`src/sv/delta_list_sleep_queue_unit_assert.svh`:
```
// ----------------------------------------------------------------------------
// Assertion macros for the delta list sleep queue
// Clocked on clk_i and disabled while rst_ni is low.
// ----------------------------------------------------------------------------
`ifndef DELTA_LIST_SLEEP_QUEUE_UNIT_ASSERT_SVH
`define DELTA_LIST_SLEEP_QUEUE_UNIT_ASSERT_SVH

// same-cycle implication
`define DLSQ_ASSERT_IMPL(lbl, ante, cons, msg) \
  lbl: assert property (@(posedge clk_i) disable iff (!rst_ni) (ante) |-> (cons)) \
    else $error(msg);

// next-cycle implication
`define DLSQ_ASSERT_NEXT(lbl, ante, cons, msg) \
  lbl: assert property (@(posedge clk_i) disable iff (!rst_ni) (ante) |=> (cons)) \
    else $error(msg);

`endif

```
`src/sv/dlsq_pkg.sv`:
```
// ----------------------------------------------------------------------------
// dlsq_pkg
// Shared constants and types of the delta list sleep queue.
// ----------------------------------------------------------------------------
package dlsq_pkg;

  localparam int unsigned DepthDefault    = 16;
  localparam int unsigned TimeBitsDefault = 32;

  localparam int unsigned IdBits    = 8;
  localparam int unsigned TicksBits = 32;

  localparam logic MODE_SLEEP = 1'b0;
  localparam logic MODE_TICK  = 1'b1;

  localparam logic KIND_ACK  = 1'b0;
  localparam logic KIND_WAKE = 1'b1;

  localparam logic [1:0] ST_OK   = 2'd0;
  localparam logic [1:0] ST_ZERO = 2'd1;
  localparam logic [1:0] ST_FULL = 2'd2;

  typedef enum logic [3:0] {
    S_IDLE,
    S_WALK,
    S_WCMP,
    S_SHRD,
    S_SHWR,
    S_INS,
    S_TCMP,
    S_TLOOK,
    S_TNEXT
  } state_e;

endpackage

```
`src/sv/delta_list_sleep_queue_unit.sv`:
```
// Sleep insert: the walk reads entries in order (S_WALK, S_WCMP) until it reaches the tail or
// a larger delta, shifts the later entries up (S_SHRD, S_SHWR) and writes the new entry (S_INS),
// which registers the acknowledge; zero time or a full queue is acknowledged the next cycle.
// Tick: a wake run gives one result per expired entry, the last one marked with last_o.
// Reset (rst_ni low, asynchronous) empties the queue at once; no clearing pass is needed.
// One memory access per cycle, one request in work at a time; results cannot be held off.
module delta_list_sleep_queue_unit #(
  parameter int unsigned DEPTH     = dlsq_pkg::DepthDefault,
  parameter int unsigned TIME_BITS = dlsq_pkg::TimeBitsDefault
) (
  input  logic                           clk_i,
  input  logic                           rst_ni,
  input  logic                           start,
  output logic                           busy,
  input  logic                           mode_i,
  input  logic [dlsq_pkg::IdBits-1:0]    thread_id_i,
  input  logic [dlsq_pkg::TicksBits-1:0] sleep_ticks_i,
  output logic                           result_valid_o,
  output logic                           kind_o,
  output logic [dlsq_pkg::IdBits-1:0]    woken_id_o,
  output logic [1:0]                     status_o,
  output logic                           last_o
);
  import dlsq_pkg::*;

  localparam int unsigned PW = $clog2(DEPTH);

  logic                 wr_en;
  logic [PW-1:0]        wr_addr;
  logic [TIME_BITS-1:0] wr_delta;
  logic [IdBits-1:0]    wr_id;
  logic                 rd_en;
  logic [PW-1:0]        rd_addr;
  logic [TIME_BITS-1:0] rd_delta;
  logic [IdBits-1:0]    rd_id;

  dlsq_ctrl #(
    .DEPTH     (DEPTH),
    .TIME_BITS (TIME_BITS)
  ) u_ctrl (
    .clk_i          (clk_i),
    .rst_ni         (rst_ni),
    .start          (start),
    .busy           (busy),
    .mode_i         (mode_i),
    .thread_id_i    (thread_id_i),
    .sleep_ticks_i  (sleep_ticks_i),
    .result_valid_o (result_valid_o),
    .kind_o         (kind_o),
    .woken_id_o     (woken_id_o),
    .status_o       (status_o),
    .last_o         (last_o),
    .wr_en_o        (wr_en),
    .wr_addr_o      (wr_addr),
    .wr_delta_o     (wr_delta),
    .wr_id_o        (wr_id),
    .rd_en_o        (rd_en),
    .rd_addr_o      (rd_addr),
    .rd_delta_i     (rd_delta),
    .rd_id_i        (rd_id)
  );

  dlsq_mem #(
    .DEPTH     (DEPTH),
    .TIME_BITS (TIME_BITS)
  ) u_mem (
    .clk_i      (clk_i),
    .wr_en_i    (wr_en),
    .wr_addr_i  (wr_addr),
    .wr_delta_i (wr_delta),
    .wr_id_i    (wr_id),
    .rd_en_i    (rd_en),
    .rd_addr_i  (rd_addr),
    .rd_delta_o (rd_delta),
    .rd_id_o    (rd_id)
  );

endmodule

```
`src/sv/dlsq_mem.sv`:
```
// ----------------------------------------------------------------------------
// dlsq_mem
// Entry memory: one write port, one read port with registered read data.
// ----------------------------------------------------------------------------
module dlsq_mem #(
  parameter int unsigned DEPTH     = dlsq_pkg::DepthDefault,
  parameter int unsigned TIME_BITS = dlsq_pkg::TimeBitsDefault
) (
  input  logic                          clk_i,
  input  logic                          wr_en_i,
  input  logic [$clog2(DEPTH)-1:0]      wr_addr_i,
  input  logic [TIME_BITS-1:0]          wr_delta_i,
  input  logic [dlsq_pkg::IdBits-1:0]   wr_id_i,
  input  logic                          rd_en_i,
  input  logic [$clog2(DEPTH)-1:0]      rd_addr_i,
  output logic [TIME_BITS-1:0]          rd_delta_o,
  output logic [dlsq_pkg::IdBits-1:0]   rd_id_o
);
  import dlsq_pkg::*;

  logic [TIME_BITS-1:0] delta_mem [DEPTH];
  logic [IdBits-1:0]    id_mem    [DEPTH];

  always_ff @(posedge clk_i) begin
    if (wr_en_i) begin
      delta_mem[wr_addr_i] <= wr_delta_i;
      id_mem[wr_addr_i]    <= wr_id_i;
    end
  end

  always_ff @(posedge clk_i) begin
    if (rd_en_i) begin
      rd_delta_o <= delta_mem[rd_addr_i];
      rd_id_o    <= id_mem[rd_addr_i];
    end
  end

endmodule

```
`src/sv/dlsq_ctrl.sv`:
```
// ----------------------------------------------------------------------------
// dlsq_ctrl
// Sequencer of the sleep queue: walks, shifts and pops the entry memory,
// kept as a ring with a head pointer, and registers the results.
// ----------------------------------------------------------------------------
`include "delta_list_sleep_queue_unit_assert.svh"

module dlsq_ctrl #(
  parameter int unsigned DEPTH     = dlsq_pkg::DepthDefault,
  parameter int unsigned TIME_BITS = dlsq_pkg::TimeBitsDefault
) (
  input  logic                           clk_i,
  input  logic                           rst_ni,
  input  logic                           start,
  output logic                           busy,
  input  logic                           mode_i,
  input  logic [dlsq_pkg::IdBits-1:0]    thread_id_i,
  input  logic [dlsq_pkg::TicksBits-1:0] sleep_ticks_i,
  output logic                           result_valid_o,
  output logic                           kind_o,
  output logic [dlsq_pkg::IdBits-1:0]    woken_id_o,
  output logic [1:0]                     status_o,
  output logic                           last_o,
  output logic                           wr_en_o,
  output logic [$clog2(DEPTH)-1:0]       wr_addr_o,
  output logic [TIME_BITS-1:0]           wr_delta_o,
  output logic [dlsq_pkg::IdBits-1:0]    wr_id_o,
  output logic                           rd_en_o,
  output logic [$clog2(DEPTH)-1:0]       rd_addr_o,
  input  logic [TIME_BITS-1:0]           rd_delta_i,
  input  logic [dlsq_pkg::IdBits-1:0]    rd_id_i
);
  import dlsq_pkg::*;

  localparam int unsigned PW = $clog2(DEPTH);
  localparam int unsigned CW = $clog2(DEPTH + 1);

  state_e               state_q, state_d;
  logic [CW-1:0]        count_q, count_d;
  logic [PW-1:0]        head_q, head_d;
  logic [CW-1:0]        pos_q, pos_d;
  logic [CW-1:0]        idx_q, idx_d;
  logic [TIME_BITS-1:0] t_q, t_d;
  logic [IdBits-1:0]    id_q, id_d;
  logic [IdBits-1:0]    pend_q, pend_d;

  logic                 out_valid_q, out_valid_d;
  logic                 out_kind_q, out_kind_d;
  logic [IdBits-1:0]    out_id_q, out_id_d;
  logic [1:0]           out_status_q, out_status_d;
  logic                 out_last_q, out_last_d;

  logic [TIME_BITS-1:0] t_in;
  logic [PW-1:0]        head_inc;

  // map a position in the list onto the ring
  function automatic logic [PW-1:0] ring_addr(input logic [PW-1:0] head,
                                              input logic [CW-1:0] lg);
    logic [CW:0] sum;
    sum = (CW+1)'(head) + (CW+1)'(lg);
    if (sum >= (CW+1)'(DEPTH)) begin
      sum = sum - (CW+1)'(DEPTH);
    end
    return sum[PW-1:0];
  endfunction

  assign t_in     = TIME_BITS'(sleep_ticks_i);
  assign head_inc = (head_q == PW'(DEPTH - 1)) ? '0 : head_q + PW'(1);
  assign busy     = (state_q != S_IDLE);

  always_ff @(posedge clk_i or negedge rst_ni) begin
    if (!rst_ni) begin
      state_q     <= S_IDLE;
      count_q     <= '0;
      head_q      <= '0;
      out_valid_q <= 1'b0;
    end else begin
      state_q     <= state_d;
      count_q     <= count_d;
      head_q      <= head_d;
      out_valid_q <= out_valid_d;
    end
  end

  always_ff @(posedge clk_i) begin
    pos_q        <= pos_d;
    idx_q        <= idx_d;
    t_q          <= t_d;
    id_q         <= id_d;
    pend_q       <= pend_d;
    out_kind_q   <= out_kind_d;
    out_id_q     <= out_id_d;
    out_status_q <= out_status_d;
    out_last_q   <= out_last_d;
  end

  always_comb begin
    state_d      = state_q;
    count_d      = count_q;
    head_d       = head_q;
    pos_d        = pos_q;
    idx_d        = idx_q;
    t_d          = t_q;
    id_d         = id_q;
    pend_d       = pend_q;
    out_valid_d  = 1'b0;
    out_kind_d   = out_kind_q;
    out_id_d     = out_id_q;
    out_status_d = out_status_q;
    out_last_d   = out_last_q;
    wr_en_o      = 1'b0;
    wr_addr_o    = ring_addr(head_q, pos_q);
    wr_delta_o   = rd_delta_i;
    wr_id_o      = rd_id_i;
    rd_en_o      = 1'b0;
    rd_addr_o    = head_q;

    unique case (state_q)
      S_IDLE: begin
        if (start) begin
          if (mode_i == MODE_SLEEP) begin
            if (t_in == '0 || count_q == CW'(DEPTH)) begin
              // answer at once, queue untouched
              out_valid_d  = 1'b1;
              out_kind_d   = KIND_ACK;
              out_id_d     = thread_id_i;
              out_status_d = (t_in == '0) ? ST_ZERO : ST_FULL;
              out_last_d   = 1'b1;
            end else begin
              t_d     = t_in;
              id_d    = thread_id_i;
              pos_d   = '0;
              state_d = S_WALK;
            end
          end else if (count_q != '0) begin
            rd_en_o   = 1'b1;
            rd_addr_o = head_q;
            state_d   = S_TCMP;
          end
        end
      end
      S_WALK: begin
        if (pos_q == count_q) begin
          idx_d   = count_q;
          state_d = S_SHRD;
        end else begin
          rd_en_o   = 1'b1;
          rd_addr_o = ring_addr(head_q, pos_q);
          state_d   = S_WCMP;
        end
      end
      S_WCMP: begin
        if (t_q < rd_delta_i) begin
          // successor keeps only what remains after the new entry
          wr_en_o    = 1'b1;
          wr_addr_o  = ring_addr(head_q, pos_q);
          wr_delta_o = rd_delta_i - t_q;
          wr_id_o    = rd_id_i;
          idx_d      = count_q;
          state_d    = S_SHRD;
        end else begin
          t_d     = t_q - rd_delta_i;
          pos_d   = pos_q + CW'(1);
          state_d = S_WALK;
        end
      end
      S_SHRD: begin
        if (idx_q == pos_q) begin
          state_d = S_INS;
        end else begin
          rd_en_o   = 1'b1;
          rd_addr_o = ring_addr(head_q, idx_q - CW'(1));
          state_d   = S_SHWR;
        end
      end
      S_SHWR: begin
        wr_en_o   = 1'b1;
        wr_addr_o = ring_addr(head_q, idx_q);
        idx_d     = idx_q - CW'(1);
        state_d   = S_SHRD;
      end
      S_INS: begin
        wr_en_o      = 1'b1;
        wr_addr_o    = ring_addr(head_q, pos_q);
        wr_delta_o   = t_q;
        wr_id_o      = id_q;
        count_d      = count_q + CW'(1);
        out_valid_d  = 1'b1;
        out_kind_d   = KIND_ACK;
        out_id_d     = id_q;
        out_status_d = ST_OK;
        out_last_d   = 1'b1;
        state_d      = S_IDLE;
      end
      S_TCMP: begin
        if (rd_delta_i == '0) begin
          state_d = S_IDLE;
        end else if (rd_delta_i != TIME_BITS'(1)) begin
          wr_en_o    = 1'b1;
          wr_addr_o  = head_q;
          wr_delta_o = rd_delta_i - TIME_BITS'(1);
          state_d    = S_IDLE;
        end else begin
          // head expires: pop it and hold its id until the next is known
          pend_d  = rd_id_i;
          head_d  = head_inc;
          count_d = count_q - CW'(1);
          state_d = S_TLOOK;
        end
      end
      S_TLOOK: begin
        if (count_q == '0) begin
          out_valid_d  = 1'b1;
          out_kind_d   = KIND_WAKE;
          out_id_d     = pend_q;
          out_status_d = ST_OK;
          out_last_d   = 1'b1;
          state_d      = S_IDLE;
        end else begin
          rd_en_o   = 1'b1;
          rd_addr_o = head_q;
          state_d   = S_TNEXT;
        end
      end
      S_TNEXT: begin
        out_valid_d  = 1'b1;
        out_kind_d   = KIND_WAKE;
        out_id_d     = pend_q;
        out_status_d = ST_OK;
        if (rd_delta_i == '0) begin
          out_last_d = 1'b0;
          pend_d     = rd_id_i;
          head_d     = head_inc;
          count_d    = count_q - CW'(1);
          state_d    = S_TLOOK;
        end else begin
          out_last_d = 1'b1;
          state_d    = S_IDLE;
        end
      end
      default: begin
        state_d = S_IDLE;
      end
    endcase
  end

  assign result_valid_o = out_valid_q;
  assign kind_o         = out_kind_q;
  assign woken_id_o     = out_id_q;
  assign status_o       = out_status_q;
  assign last_o         = out_last_q;

  `DLSQ_ASSERT_IMPL(a_count_bound, 1'b1, count_q <= CW'(DEPTH), "entry count beyond depth")
  `DLSQ_ASSERT_NEXT(a_insert_busy, start && !busy && mode_i == MODE_SLEEP && t_in != '0 && count_q != CW'(DEPTH), busy && count_q == $past(count_q), "insert did not start")
  `DLSQ_ASSERT_NEXT(a_insert_ack, state_q == S_INS, result_valid_o && last_o && kind_o == KIND_ACK && count_q == $past(count_q) + CW'(1), "insert without ack")
  `DLSQ_ASSERT_IMPL(a_wake_ok, result_valid_o && kind_o == KIND_WAKE, status_o == ST_OK, "wake with bad status")
  `DLSQ_ASSERT_IMPL(a_tick_nonempty, state_q == S_TCMP, count_q != '0, "tick read on empty queue")

endmodule
```
`config.mk`:
```
export PLATFORM = sky130hd
export DESIGN_NAME = delta_list_sleep_queue_unit
export DESIGN_NICKNAME = d
export VERILOG_FILES = /design/src/sv/dlsq_pkg.sv /design/src/sv/delta_list_sleep_queue_unit.sv /design/src/sv/dlsq_mem.sv /design/src/sv/dlsq_ctrl.sv
export VERILOG_INCLUDE_DIRS = /design/src /design/src/sv
export SDC_FILE = /design/constraint.sdc
export NUM_CORES = 1
export LEC_CHECK = 0
export BUFFER_PORTS_ARGS = -buffer_cell sky130_fd_sc_hd__clkbuf_2
export CORE_ASPECT_RATIO = 0.6
export CORE_UTILIZATION = 25
export CTS_BUF_LIST = sky130_fd_sc_hd__clkbuf_8
export CTS_CLUSTER_DIAMETER = 100
export CTS_CLUSTER_SIZE = 24
export DETAILED_ROUTE_END_ITERATION = 10
export GPL_TIMING_DRIVEN = 0
export PLACE_DENSITY = 0.41
export SYNTH_ARGS = -nofsm -noshare
export SYNTH_HDL_FRONTEND = slang
export SYNTH_SLANG_ARGS = --single-unit
export TNS_END_PERCENT = 20
```
`constraint.sdc`:
```
create_clock -name clk_i -period 5.9 [get_ports clk_i]
set_input_delay 0.885 -clock clk_i [delete_from_list [all_inputs] [get_ports clk_i]]
set_output_delay 0.885 -clock clk_i [all_outputs]
set_load 0.03 [all_outputs]
```
==> qor.csv, run 1 <==
metric,value,unit
die-area,0.1429,mm²
rsz0062_at_grt,false,
yosysSeqAreaShare,0.6471,
place_ws,0.4625,ns
final_common_cell,edfxtp_1,
syn_to_final_growth,12.69,%
hold_class,primary input to flip-flop,
drcViolationCount,0,
clock-skew-final,0.08719,ns
crit_fanout,16,
max_freq,179.3,MHz
grt_use_total,0.1763,
max_slew_margin,0.1589,
synth_fp_nets,3085,
antenna-diode-count,0,
wire_per_inst,25.67,µm
yosys_warnings,0,
synth_cell_type_count,76,
clkLatencyLatePin,0.79,ns
die_w,487.4,µm
dpl.hpwl,95300,µm
die_height,293.3,µm
power_density,652.2,mW/mm²
cts_tree,built,
cts_num_sinks,764,
cts_made_buffers,40,
drtIter0Drc,3211,
hold_violations,0,
drtPass1Iterations,6,
netlist_instances,2954,
worst-setup-path-type,flip-flop to flip-flop,
initial_core_util,0.2528,
drive_gt1_frac,0.1029,
clk_path_buf_depth,3,
worstPathArrival,5.98,ns
clk_pin_slew_worst_paths,0.16,ns
synth_area,0.03535,mm²
whs,0.2887,ns
layout_common_cells,"750 x edfxtp_1, 652 x nand2_1, 266 x a21oi_1, 160 x a32oi_1, 103 x o21ai_0",
ys_ff_latch,764,
cap_violations,0,
fin_util,0.2849,
overflow,0,
port_buffers,57,
min_period,5.578,ns
grt_pass1_vias,23500,
synth_edf_count,750,
rows,106,
worstPathRequired,6.30,ns
end_kind,flip-flop,
root_buffer,clkbuf_8,
avgSynthCellArea,11.97,µm²
async_flop_share,0.01832,
routabilityCongestion,0.9021,
p_leak,13.34,nW
ant_nets,0,
io_pins,58,
viasPerCell,5.032,
ys.flop_type,edfxtp_1,
status,finished clean,
nets,3238,
slew_violations,0,
cts_max_level,2,
fin_crit_sh,0.9454,
report.final.setup_viol,0,
peakVddDrop,0.0002189,V
vias,25210,
grt_pass1_wl,182300,µm
setup_slack,0.3220,ns
core,0.1398,mm²
antenna_found_initial,3,
drt_wl_total,128600,µm
worstMarginPinSlew,1.256,ns
cp-start-kind,flip-flop,
grt_max_degree,26,
per-stage QoR:
stage	instances	instance area, µm²	TNS, ns	power (mW)
2_1_floorplan	2954	35350	0	17.27
3_3_place_gp	4901	38000	-1541.66	23.04
3_5_place_dp	4951	39120	0	23.36
4_1_cts	5006	39810	0	25.90
5_1_grt	5009	39830	0	27.50
6_report	5009	39830	0	25.98
routing by layer:
layer,up-vias,share of wire,global-route usage
li1,11340,-,-
met1,12800,0.55,0.3031
met2,979,0.36,0.2169
met3,90,0.082,0.03757
met4,0,0.011,0.02300
met5,-,0,0
path summary, 6_finish.rpt:
path / from / endpoint / slack, ns / cells after the start
max in group asynchronous: rst_ni / u_ctrl.state_q[1] / 5.00 / 2
min in group asynchronous: rst_ni / u_ctrl.head_q[2] / 0.56 / 2
setup reg to reg: u_mem.rd_delta_o[0] / u_mem.delta_mem[8][10] / 0.32 / 13
hold / removal: thread_id_i[1] / u_ctrl.id_q[1] / 0.29 / 1
hold reg to reg: u_mem.rd_id_o[3] / u_ctrl.pend_q[3] / 0.46 / 0
setup / recovery: u_mem.rd_delta_o[0] / u_mem.delta_mem[8][10] / 0.32 / 13
repair_timing:
| item | in CTS | in global routing |
|---|---|---|
| setup buffers | 0 | 1 |
| setup endpoints to repair | 0 | 16 |
| hold endpoints to repair | 14 | 0 |
| gates resized for setup | 0 | 0 |
| hold buffers | 1 | 0 |
worst max-delay path: stages (launching register included):
cell,delay (ns)
edfxtp_1,0.56
ha_1,0.30
fa_1,0.42
nand2b_1,0.21
a21o_1,0.23
a211oi_1,0.73
o211ai_1,0.19
nand3_1,0.17
buf_2,0.33
nand2_1,0.46
nand2_1,0.26
buf_2,0.41
a211oi_1,0.12
o21ai_2,0.78
cells by family after synthesis:
logic type,Yosys count,synth area share
adder cells (fa/ha/maj),87,0.03207
flip-flops,764,0.6471
AND/OR/NAND/NOR,916,0.1092
multiplexers,10,0.004390
XOR/XNOR,91,0.02255
AO/OA/AOI/OAI,799,0.1506
buffers and inverters,287,0.03409
power by group:
part / total (mW) / internal (mW) / switching, mW
clock network: 2.52 / 0.672 / 1.85
registers: 9.28 / 8.67 / 0.608
logic: 14.2 / 3.97 / 10.2
synth_stat cells (39+ instances only):
cell type  instances  area, µm²
edfxtp_1         750      22520
nand2_1          652       2447
a21oi_1          268       1341
a32oi_1          160       1401
o21ai_0          111      555.5
nor2_1           102      382.9
a22oi_1           98      735.7
buf_2             96      480.5
inv_1             93      349.1
clkbuf_1          87      326.6
ha_1              81       1013
xnor2_1           52      455.4
a21o_1            40      300.3
xor2_1            39      341.6
registers in the layout, summed over array words and instances (netlist names):
signal	flops
u_ctrl.count_q	5
u_mem.delta_mem	512
u_ctrl.head_q	4
u_ctrl.last_o	1
u_ctrl.result_valid_o	1
u_ctrl.woken_id_o	8
u_mem.rd_delta_o	32
u_mem.id_mem	128
u_ctrl.id_q	8
u_ctrl.pos_q	5
u_ctrl.status_o	2
u_ctrl.kind_o	1
u_ctrl.state_q	4
u_ctrl.t_q	32
u_ctrl.idx_q	5
u_mem.rd_id_o	8
u_ctrl.pend_q	8
layout make-up:
cell class / count / area [µm²]
plain buffers: 194 / 858.3
clock buffers: 40 / 550.5
clock inverters: 14 / 131.4
fillers: 14560 / 99960
inverters: 93 / 349.1
multi-input cells: 1903 / 11480
flip-flops and latches: 764 / 22870
well taps: 1890 / 2365
repair buffers: 111 / 1229
Note: power is estimated with default switching activity, not from simulation.
==> inputs of run 2 (changes only) <==
--- a/config.mk
+++ b/config.mk
@@ -14,7 +14,7 @@
 export CTS_CLUSTER_SIZE = 24
 export DETAILED_ROUTE_END_ITERATION = 10
 export GPL_TIMING_DRIVEN = 0
-export PLACE_DENSITY = 0.41
+export PLACE_DENSITY = 0.42
 export SYNTH_ARGS = -nofsm -noshare
 export SYNTH_HDL_FRONTEND = slang
 export SYNTH_SLANG_ARGS = --single-unit
==> constraint.sdc (replaced) <==
create_clock -name clk_i -period 4.6 [get_ports clk_i]
set_input_delay 0.69 -clock clk_i [delete_from_list [all_inputs] [get_ports clk_i]]
set_output_delay 0.69 -clock clk_i [all_outputs]
set_load 0.03 [all_outputs]
==> qor.csv, run 2 (same netlist as run 1, synthesis figures left out) <==
metric,value,unit,change
overflow,0,,unchanged
clkLatencyLatePin,0.76,ns,-0.03 ns
min_period,4.704,ns,-0.8740 ns
cts_tree,built,,
antenna_found_initial,4,,+1
drtIter0Drc,3234,,+0.72%
cap_violations,0,,unchanged
hold_class,primary input to flip-flop,,
crit_fanout,10,,-6
wire_per_inst,25.15,µm,-2.0%
fin_crit_sh,1.023,,+0.07717
grt_max_degree,26,,unchanged
io_pins,58,,unchanged
die_w,487.4,µm,unchanged
die_height,293.3,µm,unchanged
grt_pass1_vias,23360,,-0.58%
routabilityCongestion,0.8946,,-0.83%
initial_core_util,0.2528,,unchanged
largest_register_ffs,512,,unchanged
nets,3249,,+0.34%
drt_wl_total,126300,µm,-1.8%
cp-start-kind,flip-flop,,
layout_common_cells,"750 x edfxtp_1, 645 x nand2_1, 265 x a21oi_1, 160 x a32oi_1, 103 x o21ai_0",,
worstPathArrival,5.24,ns,-0.74 ns
largest-register,u_mem.delta_mem,,
rsz0062_at_grt,true,,
syn_to_final_growth,13.44,%,
grt_use_total,0.1732,,-0.003107
drtPass1Iterations,8,,+2
worstMarginPinSlew,1.289,ns,+0.03305 ns
reg.largest.list,"u_mem.delta_mem: 512 flops, u_mem.id_mem: 128 flops",,
worst-setup-path-type,flip-flop to flip-flop,,
status,"complete, but fails checks",,
grt_pass1_wl,179200,µm,-1.7%
drive_gt1_frac,0.1153,,+0.01242
clock-skew-final,0.07985,ns,-0.007336 ns
max_freq,212.6,MHz,+19%
root_buffer,clkbuf_8,,
cts_made_buffers,38,,-5.0%
rows,106,,unchanged
end_kind,flip-flop,,
viasPerCell,5.067,,+0.69%
ant_nets,0,,unchanged
cts_num_sinks,764,,unchanged
clk_pin_slew_worst_paths,0.16,ns,about the same
vias,25440,,+0.93%
tns,-0.4050,ns,-0.4050 ns
slew_violations,0,,unchanged
final_common_cell,edfxtp_1,,
violations,negative setup slack,,
worstPathRequired,5.14,ns,-1.16 ns
port_buffers,57,,unchanged
max_slew_margin,0.1406,,-0.01835
hold_violations,0,,unchanged
drcViolationCount,0,,unchanged
clk_path_buf_depth,3,,unchanged
die-area,0.1429,mm²,unchanged
setup_slack,-0.1039,ns,-0.4260 ns
dpl.hpwl,94200,µm,-1.2%
cts_max_level,2,,unchanged
report.final.setup_viol,8,,+8
core,0.1398,mm²,unchanged
-- run 2: cell count changes in the layout (fill, tap and decap cells not counted), moves of 3 or more --
| cell | before | now |
|---|---|---|
| a211oi_1 | 12 | 8 |
| a211oi_2 | 0 | 3 |
| a21oi_2 | 4 | 1 |
| a21oi_4 | 0 | 4 |
| a221oi_1 | 12 | 9 |
| buf_12 | 15 | 24 |
| buf_16 | 14 | 9 |
| buf_4 | 16 | 26 |
| clkbuf_1 | 85 | 79 |
| clkbuf_2 | 59 | 63 |
| nand2_1 | 652 | 645 |
| nand2_2 | 1 | 8 |
-- run 2: metrics by stage --
stage            util  setup slack (ns)  std cells  instance area, µm²  hold slack [ns]
3_3_place_gp   0.2718            -3.761       4901               38000           0.4341
2_1_floorplan       -          -0.04299       2954               35350           0.3944
5_1_grt        0.2868           -0.2187       5021               40090          0.08943
3_5_place_dp   0.2793           -0.8873       4952               39050           0.4354
6_report       0.2868           -0.1039       5021               40090           0.1386
4_1_cts        0.2859          0.001881       5017               39970          0.05908
-- run 2: cell type report --
class / instances / area [µm²]
clock inverter: 13 / 107.6
timing repair buffer: 124 / 1331
buffer: 193 / 869.6
multi-input combinational: 1904 / 11660
fill: 14500 / 99690
inverter: 93 / 349.1
clock buffer: 39 / 536.8
sequential: 764 / 22870
tap: 1890 / 2365
antenna: 1 / 2.502
-- run 2: timing repair --
action                                 4_1_cts  5_1_grt
cloned                                       0        1
endpoints found under the hold margin       14        0
buffers inserted                            13        2
pin swaps                                   15        5
hold buffers                                 1        0
gates resized for setup                     29       24
setup endpoints to repair                 1154      451
-- run 2: final timing paths --
path	slack, ns	cells after the start	end	start
hold reg to reg	0.47	0	u_ctrl.pend_q[5]	u_mem.rd_id_o[5]
max in group asynchronous	3.88	2	u_ctrl.head_q[1]	rst_ni
hold / removal	0.14	1	u_ctrl.id_q[1]	thread_id_i[1]
setup / recovery	-0.10	15	u_mem.rd_delta_o[9]	u_ctrl.idx_q[0]
setup reg to reg	-0.10	15	u_mem.rd_delta_o[9]	u_ctrl.idx_q[0]
min in group asynchronous	0.37	2	u_ctrl.state_q[2]	rst_ni
-- run 2: routing by layer --
layer | wire length, µm | track usage | vias up | part of all wire
met1 | 69020 | 0.3011 | 13030 | 0.55
met5 | 13 | 0 | - | 0.00010
li1 | - | - | 11340 | -
met3 | 10520 | 0.03311 | 88 | 0.083
met2 | 45300 | 0.2121 | 986 | 0.36
met4 | 1422 | 0.02261 | 2 | 0.011
-- run 2: worst max-delay path, stage by stage, from the launching register on --
cell,delay (ns)
edfxtp_1,0.53
inv_1,0.11
ha_1,0.37
inv_1,0.06
ha_1,0.27
a21o_1,0.18
a21oi_1,0.17
xnor2_1,0.19
nor2_1,0.09
mux2i_1,0.15
a211oi_2,0.53
and2_1,0.20
clkbuf_1,0.52
clkbuf_1,0.62
a22oi_1,0.29
nand2_1,0.19
Power of run 2 is not shown: default switching activity piles up to over one toggle a cycle in this logic, so the estimate is an artifact.
